===== config.mk =====
export PLATFORM = sky130hd
export DESIGN_NAME = stx_etx_lrc_frame_receiver
export DESIGN_NICKNAME = d
export VERILOG_FILES = /design/src/hw/rtl/sefr_pkg.sv /design/src/hw/rtl/stx_etx_lrc_frame_receiver.sv
export VERILOG_INCLUDE_DIRS = /design/src /design/src/hw/rtl
export SDC_FILE = /design/constraint.sdc
export NUM_CORES = 1
export LEC_CHECK = 0
export ABC_CLOCK_PERIOD_IN_PS = 5100
export BUFFER_PORTS_ARGS = -buffer_cell sky130_fd_sc_hd__buf_2
export CORE_MARGIN = 2
export CORE_UTILIZATION = 60
export CTS_BUF_LIST = sky130_fd_sc_hd__clkbuf_16
export DETAILED_ROUTE_END_ITERATION = 7
export PLACE_DENSITY = 0.81
export SLEW_MARGIN = 0
export SYNTH_ARGS = -nofsm -noshare
export SYNTH_HDL_FRONTEND = slang
export SYNTH_SLANG_ARGS = --single-unit

===== constraint.sdc =====
create_clock -name clk -period 5.1 [get_ports clk]
set_clock_uncertainty 0.1 [all_clocks]
set_input_delay 1.02 -clock clk [delete_from_list [all_inputs] [get_ports clk]]
set_output_delay 1.02 -clock clk [all_outputs]
set_load 0.02 [all_outputs]

===== src/hw/rtl/assert_macros.svh =====
// assertion macros used by the frame receiver rtl
`ifndef ASSERT_MACROS_SVH
`define ASSERT_MACROS_SVH

`ifndef SYNTH
`define CHK_ALWAYS(lbl, clk, rst, expr) \
  lbl: assert property (@(posedge clk) disable iff (rst) (expr)) \
    else $error("check failed: always");
`define CHK_IMPL(lbl, clk, rst, ante, cons) \
  lbl: assert property (@(posedge clk) disable iff (rst) (ante) |-> (cons)) \
    else $error("check failed: implication");
`else
`define CHK_ALWAYS(lbl, clk, rst, expr)
`define CHK_IMPL(lbl, clk, rst, ante, cons)
`endif

`endif


===== src/hw/rtl/sefr_pkg.sv =====
// types and constants for the framed byte receiver
`default_nettype none

package sefr_pkg;

  localparam int BUFFER_BYTES_DEF  = 1024;
  localparam int HISTORY_DEPTH_DEF = 100;

  localparam logic [7:0] START_BYTE = 8'h02;
  localparam logic [7:0] END_BYTE   = 8'h03;
  localparam logic [7:0] SEP_RESET  = 8'h7C;
  localparam logic [9:0] FIELD_MAX  = 10'h3FF;

  localparam int CFG_INDEX_W = 1;

  typedef enum logic [CFG_INDEX_W-1:0] {
    REG_CHECK_END = 1'b0,
    REG_FIELD_SEP = 1'b1
  } cfg_reg_t;

  typedef enum logic [3:0] {
    ST_PAYLOAD   = 4'd0,
    ST_START     = 4'd1,
    ST_END_WAIT  = 4'd2,
    ST_GOOD      = 4'd3,
    ST_EMPTY     = 4'd4,
    ST_TOO_LONG  = 4'd5,
    ST_MISMATCH  = 4'd6,
    ST_OVERFLOW  = 4'd7,
    ST_CHK_MISS  = 4'd8,
    ST_CHUNK_END = 4'd9
  } status_t;

endpackage

`default_nettype wire


===== src/hw/rtl/stx_etx_lrc_frame_receiver.sv =====
// framed byte receiver with xor check, field counting and good-frame history
//
//  channel | handshake            | payload
//  --------+----------------------+----------------------------------------------
//  in      | in_valid / in_ready  | rx_byte, last_in_chunk
//  out     | out_valid/ out_ready | status, byte_echo, field_index, payload_count,
//          |                      | check_value, frames_stored, history_full
//  cfg     | cfg_valid/ cfg_ready | cfg_index, cfg_data
//
// one item per cycle while in_ready is high: the frame state is updated as the item is
// taken and the result lands in the output register.
// in_ready drops only while a result waits in the output register and out_ready is low.
// cfg_ready is always high.
// synchronous reset clears frame state, history count and out_valid and sets the config registers to defaults.
`default_nettype none

`include "assert_macros.svh"

module stx_etx_lrc_frame_receiver
  import sefr_pkg::*;
#(
  parameter int BUFFER_BYTES  = BUFFER_BYTES_DEF,
  parameter int HISTORY_DEPTH = HISTORY_DEPTH_DEF
) (
  input  wire logic                   clk,
  input  wire logic                   rst,
  input  wire logic                   in_valid,
  output logic                        in_ready,
  input  wire logic [7:0]             rx_byte,
  input  wire logic                   last_in_chunk,
  output logic                        out_valid,
  input  wire logic                   out_ready,
  output logic [3:0]                  status,
  output logic [7:0]                  byte_echo,
  output logic [9:0]                  field_index,
  output logic [9:0]                  payload_count,
  output logic [7:0]                  check_value,
  output logic [6:0]                  frames_stored,
  output logic                        history_full,
  input  wire logic                   cfg_valid,
  output logic                        cfg_ready,
  input  wire logic [CFG_INDEX_W-1:0] cfg_index,
  input  wire logic [7:0]             cfg_data
);

  localparam int CW = $clog2(BUFFER_BYTES);
  localparam int SW = $clog2(HISTORY_DEPTH + 1);
  localparam logic [CW-1:0] COUNT_LIMIT = CW'(BUFFER_BYTES - 1);
  localparam logic [SW-1:0] HIST_LIMIT  = SW'(HISTORY_DEPTH);

  // configuration
  logic       check_end;
  logic [7:0] field_sep;

  // frame state
  logic          awaiting_check;
  logic [CW-1:0] byte_count;
  logic [7:0]    running_check;
  logic [9:0]    field_total;
  logic          after_separator;
  logic          zero_byte_seen;
  logic [SW-1:0] stored_frames;

  // values after this item, before any frame clear
  logic          upd_awaiting;
  logic [CW-1:0] upd_count;
  logic [7:0]    upd_check;
  logic [9:0]    upd_field;
  logic          upd_after_sep;
  logic          upd_zero_seen;
  logic [SW-1:0] stored_frames_next;
  status_t       res_status;
  logic          res_full;
  logic          done;
  logic          count_full;
  logic [7:0]    expect_check;
  logic [31:0]   count_wide;
  logic [31:0]   stored_wide;
  logic          in_fire;

  assign cfg_ready = 1'b1;
  assign in_ready  = !out_valid || out_ready;
  assign in_fire   = in_valid && in_ready;

  assign count_full   = byte_count >= COUNT_LIMIT;
  assign expect_check = running_check ^ (check_end ? END_BYTE : 8'h00);

  always_comb begin
    upd_awaiting       = awaiting_check;
    upd_count          = byte_count;
    upd_check          = running_check;
    upd_field          = field_total;
    upd_after_sep      = after_separator;
    upd_zero_seen      = zero_byte_seen;
    stored_frames_next = stored_frames;
    res_status         = ST_PAYLOAD;
    res_full           = 1'b0;
    done               = 1'b0;
    if (awaiting_check) begin
      done = 1'b1;
      if (rx_byte == expect_check) begin
        res_status = ST_GOOD;
        if (stored_frames < HIST_LIMIT) begin
          stored_frames_next = stored_frames + SW'(1);
        end else begin
          res_full = 1'b1;
        end
      end else begin
        res_status = ST_MISMATCH;
      end
    end else if (rx_byte == START_BYTE) begin
      upd_count     = '0;
      upd_check     = '0;
      upd_field     = '0;
      upd_after_sep = 1'b1;
      upd_zero_seen = 1'b0;
      res_status    = ST_START;
      if (last_in_chunk) begin
        res_status = ST_CHUNK_END;
        done       = 1'b1;
      end
    end else if (rx_byte == END_BYTE) begin
      if (byte_count == '0) begin
        res_status = ST_EMPTY;
        done       = 1'b1;
      end else if (count_full) begin
        res_status = ST_TOO_LONG;
        done       = 1'b1;
      end else if (last_in_chunk) begin
        res_status = ST_CHK_MISS;
        done       = 1'b1;
      end else begin
        res_status   = ST_END_WAIT;
        upd_awaiting = 1'b1;
      end
    end else if (count_full) begin
      res_status = ST_OVERFLOW;
      done       = 1'b1;
    end else begin
      upd_count = byte_count + CW'(1);
      upd_check = running_check ^ rx_byte;
      // field counting stops after a zero byte until the frame state is cleared
      if (!zero_byte_seen) begin
        if (rx_byte == 8'h00) begin
          upd_zero_seen = 1'b1;
        end else if (rx_byte == field_sep) begin
          upd_after_sep = 1'b1;
        end else if (after_separator) begin
          upd_after_sep = 1'b0;
          if (field_total != FIELD_MAX) begin
            upd_field = field_total + 10'd1;
          end
        end
      end
      if (last_in_chunk) begin
        res_status = ST_CHUNK_END;
        done       = 1'b1;
      end
    end
  end

  assign count_wide  = 32'(upd_count);
  assign stored_wide = 32'(stored_frames_next);

  always_ff @(posedge clk) begin
    if (rst) begin
      check_end <= 1'b0;
      field_sep <= SEP_RESET;
    end else if (cfg_valid && cfg_ready) begin
      unique case (cfg_reg_t'(cfg_index))
        REG_CHECK_END: check_end <= cfg_data[0];
        REG_FIELD_SEP: field_sep <= cfg_data;
        default: ;
      endcase
    end
  end

  always_ff @(posedge clk) begin
    if (rst) begin
      awaiting_check  <= 1'b0;
      byte_count      <= '0;
      running_check   <= '0;
      field_total     <= '0;
      after_separator <= 1'b1;
      zero_byte_seen  <= 1'b0;
      stored_frames   <= '0;
    end else if (in_fire) begin
      stored_frames <= stored_frames_next;
      if (done) begin
        awaiting_check  <= 1'b0;
        byte_count      <= '0;
        running_check   <= '0;
        field_total     <= '0;
        after_separator <= 1'b1;
        zero_byte_seen  <= 1'b0;
      end else begin
        awaiting_check  <= upd_awaiting;
        byte_count      <= upd_count;
        running_check   <= upd_check;
        field_total     <= upd_field;
        after_separator <= upd_after_sep;
        zero_byte_seen  <= upd_zero_seen;
      end
    end
  end

  always_ff @(posedge clk) begin
    if (rst) begin
      out_valid <= 1'b0;
    end else if (in_fire) begin
      out_valid <= 1'b1;
    end else if (out_ready) begin
      out_valid <= 1'b0;
    end
  end

  always_ff @(posedge clk) begin
    if (in_fire) begin
      status        <= res_status;
      byte_echo     <= rx_byte;
      field_index   <= upd_field;
      payload_count <= count_wide[9:0];
      check_value   <= upd_check;
      frames_stored <= stored_wide[6:0];
      history_full  <= res_full;
    end
  end

  `CHK_ALWAYS(a_hist_bound, clk, rst, stored_frames <= HIST_LIMIT)
  `CHK_ALWAYS(a_count_bound, clk, rst, byte_count <= COUNT_LIMIT)
  `CHK_IMPL(a_full_on_good, clk, rst, out_valid && history_full, status == ST_GOOD)
  `CHK_IMPL(a_wait_after_end, clk, rst, $rose(awaiting_check), out_valid && status == ST_END_WAIT)

endmodule

`default_nettype wire

==> out/summary.txt <==
Status: finished, final reports clean
Min Tclk post-route: 3.30 ns
Die W: 92.8 um
First-pass GRT wire length: 16700 um
Layout cells sized above 1: 20.1%
RePlAce Congestion: 0.900
Fin crit share: 64.7%
Final setup margin: 1.80 ns
Synth Net Count: 507
Worst-Skew Late Latency: 0.35 ns
Core Box Area: 7690 um2
DRC errors left: 0
GRT Overall Usage: 24.5%
Layout area overhead: 14.8%
Most frequent cells in the layout: buf_2 (72), dfxtp_1 (48), edfxtp_1 (48), nand2_1 (40), nor2_1 (37)
Pleak: 2.15 nW
Post-synth top flop: edfxtp_1
Final Non-Filler Cells: 650
Setup TNS: 0 ns
Detailed Place HPWL: 7290 um
Final-stage net count: 570
Max-cap violations: 0
Worst path cell trace: buf_2 -> nor4_1 -> nand3_1 -> a21boi_0 -> o21ai_0 -> buf_4 -> or3_1 -> o21ai_0
CTS clock-pin slew for the worst setup and hold paths: 0.07 ns
YS warnings: 0
Met1 Use GR: 32.6%
HP Class: reg -> reg
FP Rows: 32
Inserted Clock Buffers: 9
EDFF count, synth: 48
Sw power: 0.437 mW
Crit Path Max Fanout: 8
CTS tree: built
Endpoints failing hold: 0
Vias in the first global route: 3447
Logic pwr share: 10.0%
Setup CP Type: in -> reg
VDD IR max: 0.257 mV
Post-CTS setup buffers: 0
# setup viols final: 0
Max Slew Vio Count: 0
First-pass DRT Iterations: 4
Part of the Yosys area used for sequential elements: 50.7%
CTS Sinks: 96
Post-route cell area: 5440 um2
Commonest non-fill, non-tap cell in the layout: buf_2
Vias: 3876
Port bufs: 72
Post-CTS sizing: 0
Post-CTS Hold Buffers: 0
Syn Area/Cell: 9.86 um2
Initial antenna violation count: 0
Post-Route WL: 10500 um
# IOs: 74
Max Clk Rate: 0.303 GHz
Largest net degree at the start of global routing: 58
Least-Margin Pin Slew: 0.797 ns
Pre-CTS setup slack: 1.53 ns
Die area: 8620 um2
CP startpoint kind: primary input
M2 GR Usage: 41.1%
CP Data Arrival Time: 3.42 ns
#FFs+latches synth: 96
H-tree Lvls: 3
Clock group share of total power: 38.7%
Sw Ratio: 26.0%
Via density: 5.96
Pint: 1.24 mW
Worst EP required: 5.22 ns
Cell area power density: 309 nW/um2
Cells after Synth: 480
Synth Cell Area: 4730 um2
Detail Route Antenna Nets: 0
Largest stage delay, worst path: 0.61 ns
RSZ-0062 raised after global routing: no
Most used cell, CP: o21ai_0
Placed inst area: 5150 um2
Met3 Usage GRT: 3.74%
Wirelength per Cell: 16.2 um
Max-slew headroom: 46.8%
Fillers: 595
Starting Density: 61.6%
Util after Layout: 70.7%
Initial DRC count: 178
Inst Count DP: 634
Worst path slowest cell: nor4_1
Die span in y: 92.8 um
Grt total ovfl: 0
Register share of total power: 51.3%
Critical path capture point type: register
Root buf cell: clkbuf_16
GR peak layer: met2
Ys async rst share: 0%
Inserted Diodes: 0
Yosys cell types: 63
Maximum clock path buffer count: 2
[final timing paths]
check            startpoint  cells after the start  slack [ns]          endpoint
min            field_sep[1]                      2        0.38      field_sep[1]
max              rx_byte[2]                      8        1.80  running_check[7]
max reg2reg  awaiting_check                      4        2.21  frames_stored[5]
min reg2reg    field_sep[1]                      2        0.38      field_sep[1]
[final cells by class]
class                           instances  area [um2]  area share, %
Multi-Input combinational cell        344        2160           39.8
Timing Repair Buffer                   77         398           7.32
Clock buffer                            9         225           4.14
Inverter                               15        56.3           1.04
Sequential cell                        96        2400           44.2
Clock inverter                          7        62.6           1.15
Tap cell                              102         128           2.35
[critical path, delay by kind of cell]
kind                   cells  cell delay (ns)
AOI/OAI and AO/OA          3             0.88
buffers and inverters      2             0.40
and+or+nand+nor            3             1.11
[registers in the layout, indices dropped and copies added (netlist names), 4 cells and up]
| register | count |
|---|---|
| check_value | 8 |
| field_sep | 8 |
| status | 4 |
| field_total | 10 |
| payload_count | 10 |
| stored_frames | 7 |
| frames_stored | 7 |
| byte_count | 10 |
| field_index | 10 |
| running_check | 8 |
| byte_echo | 8 |
[power by group through the flow]
stage | Sequential (mW) | Clock, mW | Combinational (mW)
after floorplan | 0.907 | 0 | 0.0849
after global placement | 0.877 | 0 | 0.164
after detailed placement | 0.878 | 0 | 0.168
after CTS | 0.861 | 0.659 | 0.169
after global routing | 0.864 | 0.691 | 0.182
final | 0.861 | 0.650 | 0.168
[metrics by stage]
| stage | power (mW) | hold WS [ns] |
|---|---|---|
| floorplan | 0.992 | 0.345 |
| global placement | 1.04 | 0.357 |
| detailed placement | 1.05 | 0.375 |
| CTS | 1.69 | 0.386 |
| global route | 1.74 | 0.403 |
| finish | 1.68 | 0.384 |
[Yosys cell counts, types with 2 or more instances]
master    instances  area share, %
xnor2_1          15            2.8
mux2_2            4           0.95
ha_1              4            1.1
nand4_1           2           0.26
nor4_1            8            1.1
nor2_1           37            2.9
nand2b_1          5           0.66
nand3_1          30            3.2
a32o_1            2           0.42
nor3_1           14            1.5
o41a_1            5            1.2
a22o_1            5           0.92
o21bai_1          3           0.48
and2_1            8            1.1
nand3b_1          2           0.32
a21o_1            5           0.79
o22a_1            2           0.37
clkbuf_1         18            1.4
nor3b_1           3           0.48
a21oi_1          29            3.1
nand2_1          40            3.2
edfxtp_1         48             30
a211oi_1          2           0.32
buf_2             2           0.21
a22oi_1           2           0.32
and4_4            2           0.48
a211o_1           8            1.5
inv_1            15            1.2
o211ai_1          2           0.32
a31oi_1           7           0.92
a32oi_1           2           0.37
and4_1            2           0.37
nand4b_1          2           0.37
or3_1            14            1.8
and3_1           11            1.5
buf_6             2           0.48
xor2_1           21            3.9
dfxtp_1          48             20
o21ai_0          22            2.3
or2_2             4           0.53
[routing by layer]
layer | part of all wire, % | routed length [um] | vias up
li1 | - | - | 1898
met1 | 43 | 4510 | 1839
met2 | 50 | 5290 | 124
met3 | 5.5 | 581 | 15
met4 | 1.6 | 165 | 0
met5 | 0 | 0 | -
[kinds of logic (layout without fill, tap and decap cells)]
logic type / Yosys count / count (layout) / share of synthesized area, %
fa+ha+maj: 4 / 4 / 1.06
simple gates: 190 / 190 / 20.8
xor+xnor: 36 / 36 / 6.66
compound gates: 108 / 108 / 15.9
flops: 96 / 96 / 50.7
mux: 5 / 5 / 1.16
other cells: 1 / 1 / 0.0792
buf+inv: 40 / 108 / 3.65
Note: power is estimated with default switching activity, not from simulation.
